==> src/rtl/core/blest_pkg.sv <==
// ----------------------------------------------------------------------------
// Battery level estimator package
// Shared constants, control word and flag types and the microprogram ROM.
// ----------------------------------------------------------------------------
package blest_pkg;

    localparam int SAMPLE_W     = 12;
    localparam int NUM_SAMPLES  = 8;
    localparam int SAMPLE_IDX_W = $clog2(NUM_SAMPLES);
    localparam int SUM_W        = SAMPLE_W + SAMPLE_IDX_W;
    localparam int LEVEL_W      = 12;
    localparam int HIST_DEPTH   = 3;
    localparam int PCT_W        = 8;

    localparam int EMPTY_W      = 12;
    localparam int THRESH_W     = 7;
    localparam int DEBOUNCE_W   = 4;
    localparam int CFG_DATA_W   = 12;
    localparam int CFG_INDEX_W  = 2;

    localparam logic [EMPTY_W-1:0]    EMPTY_RESET    = 12'd2234;
    localparam logic [THRESH_W-1:0]   THRESH_RESET   = 7'd90;
    localparam logic [DEBOUNCE_W-1:0] DEBOUNCE_RESET = 4'd10;

    localparam logic [CFG_INDEX_W-1:0] CFG_EMPTY_LEVEL    = 2'd0;
    localparam logic [CFG_INDEX_W-1:0] CFG_FULL_THRESHOLD = 2'd1;
    localparam logic [CFG_INDEX_W-1:0] CFG_DEBOUNCE_LIMIT = 2'd2;

    // Working register and constant-divide datapath widths.
    localparam int NUM_W   = 21;
    localparam int RECIP_W = 15;
    localparam int PROD_W  = NUM_W + RECIP_W;
    localparam int QUOT_W  = 14;
    localparam int SPAN_W  = 11;

    // (avg - empty) * 100 / 350 is computed as ((avg - empty) * 2) / 7.
    localparam logic [RECIP_W-1:0] RECIP_7   = 15'd9362;
    localparam int                 SHIFT_7   = 16;
    localparam logic [RECIP_W-1:0] RECIP_100 = 15'd20971;
    localparam int                 SHIFT_100 = 21;

    localparam logic [LEVEL_W-1:0] LEVEL_MAX   = 12'd4095;
    localparam logic [PCT_W-1:0]   PCT_FULL    = 8'd100;
    localparam logic [PCT_W-1:0]   PCT_EMPTY   = 8'd1;
    localparam logic [PCT_W-1:0]   PCT_SAT     = 8'd255;

    localparam int STEP_W = 4;

    localparam logic [STEP_W-1:0] STEP_DEBOUNCE  = 4'd0;
    localparam logic [STEP_W-1:0] STEP_ACCUM     = 4'd1;
    localparam logic [STEP_W-1:0] STEP_AVG       = 4'd2;
    localparam logic [STEP_W-1:0] STEP_MUL7      = 4'd3;
    localparam logic [STEP_W-1:0] STEP_FIX7      = 4'd4;
    localparam logic [STEP_W-1:0] STEP_SQUARE    = 4'd5;
    localparam logic [STEP_W-1:0] STEP_MUL100    = 4'd6;
    localparam logic [STEP_W-1:0] STEP_FIX100    = 4'd7;
    localparam logic [STEP_W-1:0] STEP_PUSH      = 4'd8;
    localparam logic [STEP_W-1:0] STEP_OUT_LEVEL = 4'd9;
    localparam logic [STEP_W-1:0] STEP_OUT_HOLD  = 4'd10;
    localparam logic [STEP_W-1:0] STEP_OUT_LOW   = 4'd11;
    localparam logic [STEP_W-1:0] STEP_LAST      = STEP_OUT_LOW;

    typedef enum logic [3:0] {
        OP_DEBOUNCE,
        OP_ACCUM,
        OP_AVG,
        OP_MULREC,
        OP_DIVFIX,
        OP_SQUARE,
        OP_PUSH,
        OP_OUT_LEVEL,
        OP_OUT_HOLD,
        OP_OUT_LOW
    } blest_op_t;

    typedef enum logic {
        DIV_BY_7,
        DIV_BY_100
    } blest_div_t;

    typedef enum logic [2:0] {
        COND_NONE,
        COND_HOLD,
        COND_LOOP,
        COND_LOW,
        COND_NO_CHG
    } blest_cond_t;

    typedef struct packed {
        blest_op_t          op;
        blest_div_t         div_sel;
        blest_cond_t        cond;
        logic [STEP_W-1:0]  target;
        logic               emit;
        logic               last;
    } blest_ctl_t;

    typedef struct packed {
        logic hold;
        logic loop_more;
        logic low;
        logic no_chg;
    } blest_flags_t;

    typedef struct packed {
        logic       en;
        blest_ctl_t ctl;
    } blest_seq_t;

    function automatic blest_ctl_t blest_rom(input logic [STEP_W-1:0] step);
        blest_ctl_t c;
        c = '{op: OP_OUT_LOW, div_sel: DIV_BY_7, cond: COND_NONE,
              target: STEP_DEBOUNCE, emit: 1'b0, last: 1'b0};
        case (step)
            STEP_DEBOUNCE:
            begin
                c.op     = OP_DEBOUNCE;
                c.cond   = COND_HOLD;
                c.target = STEP_OUT_HOLD;
            end
            STEP_ACCUM:
            begin
                c.op     = OP_ACCUM;
                c.cond   = COND_LOOP;
                c.target = STEP_ACCUM;
            end
            STEP_AVG:
            begin
                c.op     = OP_AVG;
                c.cond   = COND_LOW;
                c.target = STEP_OUT_LOW;
            end
            STEP_MUL7:
            begin
                c.op      = OP_MULREC;
                c.div_sel = DIV_BY_7;
            end
            STEP_FIX7:
            begin
                c.op      = OP_DIVFIX;
                c.div_sel = DIV_BY_7;
                c.cond    = COND_NO_CHG;
                c.target  = STEP_PUSH;
            end
            STEP_SQUARE:
            begin
                c.op = OP_SQUARE;
            end
            STEP_MUL100:
            begin
                c.op      = OP_MULREC;
                c.div_sel = DIV_BY_100;
            end
            STEP_FIX100:
            begin
                c.op      = OP_DIVFIX;
                c.div_sel = DIV_BY_100;
            end
            STEP_PUSH:
            begin
                c.op = OP_PUSH;
            end
            STEP_OUT_LEVEL:
            begin
                c.op   = OP_OUT_LEVEL;
                c.emit = 1'b1;
                c.last = 1'b1;
            end
            STEP_OUT_HOLD:
            begin
                c.op   = OP_OUT_HOLD;
                c.emit = 1'b1;
                c.last = 1'b1;
            end
            default:
            begin
                c.op   = OP_OUT_LOW;
                c.emit = 1'b1;
                c.last = 1'b1;
            end
        endcase
        return c;
    endfunction

endpackage

==> src/rtl/core/blest_useq.sv <==
// ----------------------------------------------------------------------------
// Battery level estimator sequencer
// Step counter over the microprogram ROM with conditional jumps.
// ----------------------------------------------------------------------------
module blest_useq
    import blest_pkg::*;
(
    input  logic         clk,
    input  logic         rst_n,
    input  logic         start,
    input  logic         out_free,
    input  blest_flags_t flags,
    output logic         busy,
    output blest_seq_t   seq
);

    logic              busy_reg, busy_next;
    logic [STEP_W-1:0] step_reg, step_next;
    blest_ctl_t        ctl;
    logic              taken;

    always_comb
    begin
        ctl    = blest_rom(step_reg);
        seq.ctl = ctl;
        seq.en  = busy_reg && (!ctl.emit || out_free);

        case (ctl.cond)
            COND_HOLD:   taken = flags.hold;
            COND_LOOP:   taken = flags.loop_more;
            COND_LOW:    taken = flags.low;
            COND_NO_CHG: taken = flags.no_chg;
            default:     taken = 1'b0;
        endcase

        busy_next = busy_reg;
        step_next = step_reg;
        if (start)
        begin
            busy_next = 1'b1;
            step_next = STEP_DEBOUNCE;
        end
        else if (seq.en)
        begin
            if (ctl.last)
            begin
                busy_next = 1'b0;
            end
            else if (taken)
            begin
                step_next = ctl.target;
            end
            else
            begin
                step_next = step_reg + 1'b1;
            end
        end
    end

    always_ff @(posedge clk or negedge rst_n)
    begin
        if (!rst_n)
        begin
            busy_reg <= 1'b0;
            step_reg <= STEP_DEBOUNCE;
        end
        else
        begin
            busy_reg <= busy_next;
            step_reg <= step_next;
        end
    end

    assign busy = busy_reg;

    a_step_range: assert property (@(posedge clk) disable iff (!rst_n)
        busy_reg |-> (step_reg <= STEP_LAST))
        else $error("sequencer step outside the microprogram");

    a_start_idle: assert property (@(posedge clk) disable iff (!rst_n)
        start |-> !busy_reg)
        else $error("new request started while a request is in progress");

    a_last_ends: assert property (@(posedge clk) disable iff (!rst_n)
        (seq.en && ctl.last) |=> !busy_reg)
        else $error("sequencer still busy after its final step");

endmodule

==> src/rtl/core/blest_dpath.sv <==
// ----------------------------------------------------------------------------
// Battery level estimator datapath
// Sample store, debounce state, level history and the shared arithmetic.
// ----------------------------------------------------------------------------
module blest_dpath
    import blest_pkg::*;
(
    input  logic                       clk,
    input  logic                       rst_n,
    input  logic                       start,
    input  logic [NUM_SAMPLES*SAMPLE_W-1:0] samples,
    input  logic                       charging,
    input  logic                       cfg_we,
    input  logic [CFG_INDEX_W-1:0]     cfg_index,
    input  logic [CFG_DATA_W-1:0]      cfg_data,
    input  blest_seq_t                 seq,
    output blest_flags_t               flags,
    output logic [PCT_W-1:0]           result
);

    logic [SAMPLE_W-1:0]     sample_reg [NUM_SAMPLES];
    logic                    chg_reg;
    logic [SAMPLE_IDX_W-1:0] idx_reg, idx_next;
    logic [NUM_W-1:0]        num_reg, num_next;
    logic [PROD_W-1:0]       prod_reg, prod_next;
    logic [LEVEL_W-1:0]      hist_reg [HIST_DEPTH];
    logic [LEVEL_W-1:0]      hist_next [HIST_DEPTH];
    logic                    acc_chg_reg, acc_chg_next;
    logic [DEBOUNCE_W-1:0]   cnt_reg, cnt_next;
    logic [EMPTY_W-1:0]      empty_reg;
    logic [THRESH_W-1:0]     thresh_reg;
    logic [DEBOUNCE_W-1:0]   limit_reg;

    logic [LEVEL_W-1:0]      oldest;
    logic [DEBOUNCE_W-1:0]   cnt_inc;
    logic                    changed;
    logic                    change_done;
    logic [SAMPLE_W-1:0]     avg;
    logic [SAMPLE_W:0]       span;
    logic [RECIP_W-1:0]      recip;
    logic [QUOT_W-1:0]       quot0;
    logic [NUM_W:0]          remainder;
    logic [NUM_W:0]          qd;
    logic [7:0]              divisor;
    logic [QUOT_W-1:0]       quot;
    logic [2*SPAN_W-1:0]     square;

    assign oldest      = hist_reg[HIST_DEPTH-1];
    assign changed     = chg_reg != acc_chg_reg;
    assign cnt_inc     = cnt_reg + 1'b1;
    assign change_done = cnt_inc >= limit_reg;
    assign avg         = num_reg[SUM_W-1:SAMPLE_IDX_W];
    assign span        = {1'b0, avg} - {1'b0, empty_reg};

    always_comb
    begin
        flags.hold      = changed && !change_done && (oldest != '0);
        flags.loop_more = idx_reg != SAMPLE_IDX_W'(NUM_SAMPLES - 1);
        flags.low       = avg <= empty_reg;
        flags.no_chg    = !chg_reg;
    end

    // Divide by a constant: floor reciprocal multiply, then one correction.
    always_comb
    begin
        if (seq.ctl.div_sel == DIV_BY_7)
        begin
            recip   = RECIP_7;
            quot0   = QUOT_W'(prod_reg >> SHIFT_7);
            divisor = 8'd7;
        end
        else
        begin
            recip   = RECIP_100;
            quot0   = QUOT_W'(prod_reg >> SHIFT_100);
            divisor = 8'd100;
        end
        qd        = (NUM_W+1)'(quot0) * (NUM_W+1)'(divisor);
        remainder = {1'b0, num_reg} - qd;
        quot      = quot0 + QUOT_W'(remainder >= (NUM_W+1)'(divisor));
        square    = {SPAN_W'(0), num_reg[SPAN_W-1:0]} * {SPAN_W'(0), num_reg[SPAN_W-1:0]};
    end

    always_comb
    begin
        idx_next     = idx_reg;
        num_next     = num_reg;
        prod_next    = prod_reg;
        acc_chg_next = acc_chg_reg;
        cnt_next     = cnt_reg;
        result       = PCT_EMPTY;
        for (int i = 0; i < HIST_DEPTH; i++)
        begin
            hist_next[i] = hist_reg[i];
        end

        case (seq.ctl.op)
            OP_DEBOUNCE:
            begin
                idx_next = '0;
                num_next = '0;
                if (changed)
                begin
                    if (change_done)
                    begin
                        cnt_next     = '0;
                        acc_chg_next = chg_reg;
                    end
                    else
                    begin
                        cnt_next = cnt_inc;
                    end
                end
                else
                begin
                    cnt_next = '0;
                end
            end
            OP_ACCUM:
            begin
                num_next = num_reg + NUM_W'(sample_reg[idx_reg]);
                idx_next = idx_reg + 1'b1;
            end
            OP_AVG:
            begin
                num_next = NUM_W'({span[SAMPLE_W-1:0], 1'b0});
            end
            OP_MULREC:
            begin
                prod_next = PROD_W'(num_reg) * PROD_W'(recip);
            end
            OP_DIVFIX:
            begin
                // After the divide by 7 the scaled level is lifted to at least one percent.
                if (seq.ctl.div_sel == DIV_BY_7 && quot == '0)
                begin
                    num_next = NUM_W'(1);
                end
                else
                begin
                    num_next = NUM_W'(quot);
                end
            end
            OP_SQUARE:
            begin
                num_next = square[NUM_W-1:0];
            end
            OP_PUSH:
            begin
                for (int i = HIST_DEPTH - 1; i > 0; i--)
                begin
                    hist_next[i] = hist_reg[i-1];
                end
                hist_next[0] = (num_reg > NUM_W'(LEVEL_MAX)) ? LEVEL_MAX
                                                             : num_reg[LEVEL_W-1:0];
            end
            OP_OUT_LEVEL:
            begin
                result = (oldest > LEVEL_W'(thresh_reg)) ? PCT_FULL : oldest[PCT_W-1:0];
            end
            OP_OUT_HOLD:
            begin
                for (int i = 0; i < HIST_DEPTH; i++)
                begin
                    hist_next[i] = oldest;
                end
                result = (oldest > LEVEL_W'(PCT_SAT)) ? PCT_SAT : oldest[PCT_W-1:0];
            end
            OP_OUT_LOW:
            begin
                result = PCT_EMPTY;
            end
            default:
            begin
                result = PCT_EMPTY;
            end
        endcase
    end

    // Request payload and scratch registers carry no reset.
    always_ff @(posedge clk)
    begin
        if (start)
        begin
            for (int i = 0; i < NUM_SAMPLES; i++)
            begin
                sample_reg[i] <= samples[i*SAMPLE_W +: SAMPLE_W];
            end
            chg_reg <= charging;
        end
        if (seq.en)
        begin
            idx_reg  <= idx_next;
            num_reg  <= num_next;
            prod_reg <= prod_next;
        end
    end

    always_ff @(posedge clk or negedge rst_n)
    begin
        if (!rst_n)
        begin
            acc_chg_reg <= 1'b0;
            cnt_reg     <= '0;
            for (int i = 0; i < HIST_DEPTH; i++)
            begin
                hist_reg[i] <= '0;
            end
            empty_reg  <= EMPTY_RESET;
            thresh_reg <= THRESH_RESET;
            limit_reg  <= DEBOUNCE_RESET;
        end
        else
        begin
            if (seq.en)
            begin
                acc_chg_reg <= acc_chg_next;
                cnt_reg     <= cnt_next;
                for (int i = 0; i < HIST_DEPTH; i++)
                begin
                    hist_reg[i] <= hist_next[i];
                end
            end
            if (cfg_we)
            begin
                case (cfg_index)
                    CFG_EMPTY_LEVEL:    empty_reg  <= cfg_data[EMPTY_W-1:0];
                    CFG_FULL_THRESHOLD: thresh_reg <= cfg_data[THRESH_W-1:0];
                    CFG_DEBOUNCE_LIMIT: limit_reg  <= cfg_data[DEBOUNCE_W-1:0];
                    default:            ;
                endcase
            end
        end
    end

endmodule

==> src/rtl/core/battery_level_estimator.sv <==
// ----------------------------------------------------------------------------
// Battery level estimator
// Eight voltage samples and a charger flag in, one battery percentage out.
// ----------------------------------------------------------------------------
// Steps: debounce, then the eight-pass sample accumulation loop and the
// average; on the discharging path multiply and fix for the divide by 7,
// push and output, while charging also square and divide by 100 before the
// push. An average at or below the empty level goes straight to the empty
// output, and a pending charger change holds the last level. The output step
// waits while the output register is still full.
// One request at a time: the next is taken only after the result is loaded.
// Reset: asynchronous, active low; history, debounce state and registers
// return to their reset values at once, with no clearing pass.
// ----------------------------------------------------------------------------
module battery_level_estimator
    import blest_pkg::*;
(
    input  logic                             clk,
    input  logic                             rst_n,
    // sample_0 .. sample_7, 12 bits each, sample_0 in the lowest bits
    input  logic [NUM_SAMPLES*SAMPLE_W-1:0]  s_tdata,
    // charging
    input  logic                             s_tuser,
    input  logic                             s_tvalid,
    output logic                             s_tready,
    // percent
    output logic [PCT_W-1:0]                 m_tdata,
    output logic                             m_tvalid,
    input  logic                             m_tready,
    input  logic                             cfg_we,
    input  logic [CFG_INDEX_W-1:0]           cfg_index,
    input  logic [CFG_DATA_W-1:0]            cfg_data
);

    // A request is taken whenever the sequencer is idle, even if the previous
    // result still sits in the output register. The final step of the
    // microprogram, which writes that register, waits until it is free.
    logic                 busy;
    logic                 start;
    logic                 out_free;
    blest_seq_t           seq;
    blest_flags_t         flags;
    logic [PCT_W-1:0]     result;
    logic                 m_tvalid_reg, m_tvalid_next;
    logic [PCT_W-1:0]     m_tdata_reg, m_tdata_next;

    assign s_tready = !busy;
    assign start    = s_tvalid && s_tready;
    assign out_free = !m_tvalid_reg || m_tready;

    blest_useq u_useq (
        .clk      (clk),
        .rst_n    (rst_n),
        .start    (start),
        .out_free (out_free),
        .flags    (flags),
        .busy     (busy),
        .seq      (seq)
    );

    blest_dpath u_dpath (
        .clk       (clk),
        .rst_n     (rst_n),
        .start     (start),
        .samples   (s_tdata),
        .charging  (s_tuser),
        .cfg_we    (cfg_we),
        .cfg_index (cfg_index),
        .cfg_data  (cfg_data),
        .seq       (seq),
        .flags     (flags),
        .result    (result)
    );

    // Output register: loaded by an emitting step, cleared once taken.
    always_comb
    begin
        m_tvalid_next = m_tvalid_reg;
        m_tdata_next  = m_tdata_reg;
        if (m_tvalid_reg && m_tready)
        begin
            m_tvalid_next = 1'b0;
        end
        if (seq.en && seq.ctl.emit)
        begin
            m_tvalid_next = 1'b1;
            m_tdata_next  = result;
        end
    end

    always_ff @(posedge clk or negedge rst_n)
    begin
        if (!rst_n)
        begin
            m_tvalid_reg <= 1'b0;
        end
        else
        begin
            m_tvalid_reg <= m_tvalid_next;
        end
    end

    always_ff @(posedge clk)
    begin
        m_tdata_reg <= m_tdata_next;
    end

    assign m_tvalid = m_tvalid_reg;
    assign m_tdata  = m_tdata_reg;

endmodule

==> config.mk <==
export PLATFORM = sky130hd
export DESIGN_NAME = battery_level_estimator
export DESIGN_NICKNAME = d
export VERILOG_FILES = /design/src/rtl/core/blest_pkg.sv /design/src/rtl/core/blest_useq.sv /design/src/rtl/core/blest_dpath.sv /design/src/rtl/core/battery_level_estimator.sv
export SDC_FILE = /design/constraint.sdc
export NUM_CORES = 1
export LEC_CHECK = 0
export ABC_AREA = 1
export CAP_MARGIN = 15
export CORE_ASPECT_RATIO = 1.1
export CORE_UTILIZATION = 39
export CTS_CLUSTER_DIAMETER = 40
export DETAILED_ROUTE_END_ITERATION = 10
export DONT_BUFFER_PORTS = 1
export GPL_ROUTABILITY_DRIVEN = 1
export PLACE_DENSITY_LB_ADDON = 0.1
export SETUP_SLACK_MARGIN = 0.1
export SLEW_MARGIN = 20
export SYNTH_ARGS = -nofsm -noshare
export SYNTH_HDL_FRONTEND = slang
export SYNTH_SLANG_ARGS = --single-unit
==> constraint.sdc <==
create_clock -name clk -period 12.2 [get_ports clk]
set_clock_uncertainty 0.05 [all_clocks]
set_input_delay 0 -clock clk [delete_from_list [all_inputs] [get_ports clk]]
set_output_delay 0 -clock clk [all_outputs]
set_load 0.02 [all_outputs]
==> metrics.yaml, run 1 <==
status: "finished clean"
io_pins: 126
slew_violations: 0
area_growth_pct: 15.4
clkSlewWorstSetupHoldPaths_ns: 0.05
cts_setup_buffers: 0
cp_data_required_time_ns: 12.39
vias_per_cell: 5.11
dr.pass1.iters: 5
post-route-period-util_pct: 71.7
slew_headroom_pct: 43.3
cp_common_cell: "ha_1"
core_area_um2: 63800
async_reset_ff_share_pct: 31.7
grt_start_max_net_pins: 59
die-area_um2: 65700
ys.flop_type: "edfxtp_1"
wire_per_inst_um: 18.7
die_h_um: 269
numPortBuffers: 0
clock-root-buffer: "clkbuf_16"
crit_path_max_fanout: 54
avgSynthCellArea_um2: 8.34
insertion_delay_ns: 0.56
row_count: 97
ys_seq_elements: 221
drtIter0Drc: 1339
via_count: 20690
synth-edff-count: 148
layout.nets: 3850
slowest_stage: "fa_1"
initial_core_util_pct: 39.5
grt_pass1_vias: 21727
hold_violations: 0
grt-ovfl-total: 0
finalSetupViolCount: 0
timing.hold.ws_ns: 0.0233
syn_inst: 3024
hold_path.class: "input port to flip-flop"
arrival_ns: 8.94
clockBufferDepth: 3
fin_util_pct: 45.6
cts_num_sinks: 221
ctsHtreeMaxLevel: 2
max_freq_mhz: 114
startpoint_type: "flip-flop"
yosysWarningCount: 0
ys_types: 55
crit_path_end_kind: "flip-flop"
dpl.hpwl_mm: 59.4
fin_tns_setup_ns: 0
antenna_found_initial: 3
grt_setup_unrepaired: "no"
drv_cap: 0
gp_congestion: 0.901
post_cts_resize_count: 0
routed_wirelength_mm: 75.8
largest_reg_flops: 96
cts_tree: "done"
grt_pass1_wl_mm: 121
worst_pin_slew_ns: 0.849
fp.dieW_um: 245
crit_family: "adder cells"
cts.hold.buffers_added: 150
track_usage_pct: 23.8
path_buf_inv: 6
ys_seq_area_share_pct: 24.9
syn_area_um2: 25200
drive_gt1_share_pct: 5.06
cpPeakStageDelay_ns: 0.50
drc_errors: 0
path_class: "flip-flop to flip-flop"
fin_crit_ns: 8.75
postRouteAntennaNets: 0
cts_buffers: 41
[routing by layer]
layer	track usage, %	routed length (um)	vias up
met2	42.0	37100	435
li1	-	-	10042
met4	6.49	2010	0
met1	31.1	34000	10095
met3	2.20	2670	118
met5	0	0	-
[cells in the final DEF (no fill, tap or decap), types with 29 or more instances in the layout]
cell type      instances
inv_1                601
dlygate4sd3_1        148
nand2_1              494
edfxtp_1             148
nor2_1               291
nand3_1               82
fa_1                 238
xor2_1                53
o21ai_0              240
clkbuf_16             41
dfrtp_1               58
nand4_1               29
ha_1                 325
xnor2_1               31
a21oi_1              145
[logic make-up after synthesis]
family | after synthesis | synth area share [%]
AND/OR/NAND/NOR | 969 | 15.9
XOR/XNOR | 84 | 2.92
buffers and inverters | 684 | 10.4
flip-flops | 221 | 24.9
adder cells (fa/ha/maj) | 563 | 35.0
AO/OA/AOI/OAI | 501 | 10.9
other | 2 | 0.0298
[per-stage QoR]
step                instance area, um^2  std cells  worst slack, ns
floorplan                         25200       3026             4.64
global placement                  26200       3819             3.64
detailed placement                26200       3819             3.53
CTS                               29100       4044             3.51
global route                      29100       4045             2.60
finish                            29100       4046             3.45
[Yosys cell counts (2+ instances only)]
| cell | instances | area share, % |
|---|---|---|
| nor2_1 | 292 | 4.3 |
| dfstp_2 | 12 | 1.2 |
| edfxtp_1 | 148 | 18 |
| o21bai_1 | 11 | 0.33 |
| nand3_4 | 2 | 0.14 |
| a221oi_1 | 3 | 0.10 |
| nand2_2 | 5 | 0.12 |
| nor2_2 | 3 | 0.074 |
| buf_2 | 5 | 0.099 |
| o2111ai_1 | 5 | 0.17 |
| xnor2_1 | 31 | 1.1 |
| a31oi_1 | 21 | 0.52 |
| nand2_1 | 494 | 7.3 |
| o21ai_1 | 12 | 0.24 |
| dfrtp_1 | 58 | 5.8 |
| o221ai_1 | 2 | 0.069 |
| fa_1 | 238 | 19 |
| dfxtp_1 | 3 | 0.24 |
| buf_6 | 5 | 0.22 |
| conb_1 | 2 | 0.030 |
| o21ai_0 | 240 | 4.8 |
| a21o_1 | 11 | 0.33 |
| o22ai_1 | 17 | 0.42 |
| nor3_1 | 19 | 0.38 |
| nand3b_1 | 3 | 0.089 |
| or2_2 | 24 | 0.60 |
| inv_1 | 601 | 8.9 |
| o21a_1 | 10 | 0.30 |
| ha_1 | 325 | 16 |
| clkbuf_1 | 58 | 0.86 |
| nor4_1 | 10 | 0.25 |
| nand3_1 | 82 | 1.6 |
| a21oi_1 | 145 | 2.9 |
| o31ai_1 | 6 | 0.18 |
| o21ai_2 | 2 | 0.069 |
| xor2_1 | 53 | 1.8 |
| buf_1 | 4 | 0.059 |
| o211ai_1 | 6 | 0.18 |
| a211oi_1 | 3 | 0.089 |
| nand3_2 | 2 | 0.079 |
| inv_2 | 9 | 0.13 |
| nand4_1 | 29 | 0.72 |
[path summary, 6_finish.rpt]
path | from | endpoint | slack [ns] | cells past startpoint
setup / recovery | u_useq.step_reg[0] | u_dpath.num_reg[6] | 3.45 | 41
max in group asynchronous | rst_n | u_useq.step_reg[1] | 11.75 | 3
min in group asynchronous | rst_n | u_dpath.thresh_reg[4] | 0.03 | 2
hold reg to reg | u_dpath.thresh_reg[5] | u_dpath.thresh_reg[5] | 0.43 | 2
setup reg to reg | u_useq.step_reg[0] | u_dpath.num_reg[6] | 3.45 | 41
hold / removal | s_tdata[45] | u_dpath.sample_reg[3][9] | 0.02 | 1
[cell type report]
cell class                      count  area [um^2]
Clock buffer                       46         1050
Sequential cell                   221         6270
Tap cell                          841         1050
Fill cell                        6378        34700
Clock inverter                     29          333
Multi-Input combinational cell   2121        16400
Timing Repair Buffer              175         1720
Antenna cell                        2         5.00
Inverter                          611         2290
Power of run 1 is left out: the tool's default activity adds up to more than one toggle a clock period on the data nets, which glitch-free logic cannot reach.
==> run 2, diff against run 1 <==
clock period = 9 ns   (was 12.2 ns; I/O delays follow)
==> run 2 against run 1 <==
  * Via count increased by 0.16%
  * Global-route usage increased by 0.33 points
  * Fmax increased by 6.7%
==> metrics.yaml, run 2 (synthesized netlist as in run 1, its figures left out) <==
slew_headroom_pct: 44.8
cts_num_sinks: 221
largest_reg_flops: 96
clkSlewWorstSetupHoldPaths_ns: 0.06
hold_path.class: "input port to flip-flop"
initial_core_util_pct: 39.5
vias_per_cell: 5.11
fin_tns_setup_ns: 0
cp_common_cell: "nand2_1"
grt_start_max_net_pins: 65
grt_pass1_vias: 21941
finalSetupViolCount: 0
wire_per_inst_um: 19.0
arrival_ns: 8.46
numPortBuffers: 0
postRouteAntennaNets: 0
grt-ovfl-total: 0
via_count: 20724
layout.nets: 3861
fin_crit_ns: 8.19
slowest_stage: "fa_1"
antenna_found_initial: 0
clock-root-buffer: "clkbuf_16"
fp.dieW_um: 245
insertion_delay_ns: 0.56
drc_errors: 0
drive_gt1_share_pct: 5.26
hold_violations: 0
crit_path_max_fanout: 21
post-route-period-util_pct: 91.0
io_pins: 126
track_usage_pct: 24.1
startpoint_type: "flip-flop"
final_common_cell: "inv_1"
cts_buffers: 41
ctsHtreeMaxLevel: 2
cp_data_required_time_ns: 9.26
slew_violations: 0
path_class: "flip-flop to flip-flop"
dr.pass1.iters: 5
cpPeakStageDelay_ns: 0.50
routed_wirelength_mm: 77.2
grt_setup_unrepaired: "no"
worst_pin_slew_ns: 0.826
die_h_um: 269
cts_setup_buffers: 0
drtIter0Drc: 1367
timing.hold.ws_ns: 0.0213
dpl.hpwl_mm: 60.4
diodes: 0
gp_congestion: 0.937
row_count: 97
final_cell_mix: "inv_1 (601), nand2_1 (493), ha_1 (324)"
drv_cap: 0
clockBufferDepth: 3
area_growth_pct: 15.8
crit_path_end_kind: "flip-flop"
max_freq_mhz: 122
cts_tree: "done"
status: "finished clean"
die-area_um2: 65700
core_area_um2: 63800
grt_pass1_wl_mm: 123
==> run 2: metal layers <==
metal	routed length (um)	vias up	global-route usage, %
li1	-	10046	-
met1	34900	10134	31.6
met2	37700	449	42.5
met3	2970	95	2.63
met4	1640	0	5.96
met5	0	-	0
==> run 2: critical path, delay by kind of cell, from the launching register on <==
family | cells | cell delay, ns
fa+ha+maj | 9 | 3.07
simple gates | 23 | 2.46
compound gates | 6 | 1.11
buf+inv | 6 | 0.50
flops | 1 | 0.42
xor+xnor | 2 | 0.30
==> run 2: stage by stage <==
stage	util (%)	setup WS, ns	instance area, um^2	std cells
after floorplan	-	1.44	25200	3026
after global placement	41.1	0.692	26200	3823
after detailed placement	41.1	0.560	26200	3823
final	45.8	0.806	29200	4054
after CTS	45.7	0.521	29200	4053
after global routing	45.8	0.102	29200	4054
==> run 2: final timing paths <==
check | depth (start not counted) | to | slack [ns] | start
worst max-delay path | 46 | u_dpath.num_reg[0] | 0.81 | u_useq.step_reg[1]
worst min-delay path | 1 | u_dpath.sample_reg[2][3] | 0.02 | s_tdata[27]
worst max register to register | 46 | u_dpath.num_reg[0] | 0.81 | u_useq.step_reg[1]
worst min register to register | 2 | u_dpath.thresh_reg[3] | 0.44 | u_dpath.thresh_reg[3]
max in group asynchronous | 3 | u_useq.step_reg[2] | 8.49 | rst_n
min in group asynchronous | 2 | u_dpath.empty_reg[5] | 0.08 | rst_n
==> run 2: layout make-up <==
cell class                 instances  area (um^2)
inverter                         611         2290
sequential                       221         6270
tap                              841         1050
clock buffer                      46         1040
timing repair buffer             186         1840
clock inverter                    28          323
multi-input combinational       2121        16400
fill                            6368        34600
==> run 2: repair_timing <==
item / 4_1_cts / 5_1_grt
hold endpoints to repair: 225 / 0
setup endpoints to repair: 0 / 8
resized for setup: 0 / 5
hold buffers: 156 / 0
Power of run 2 is left out for the same reason.
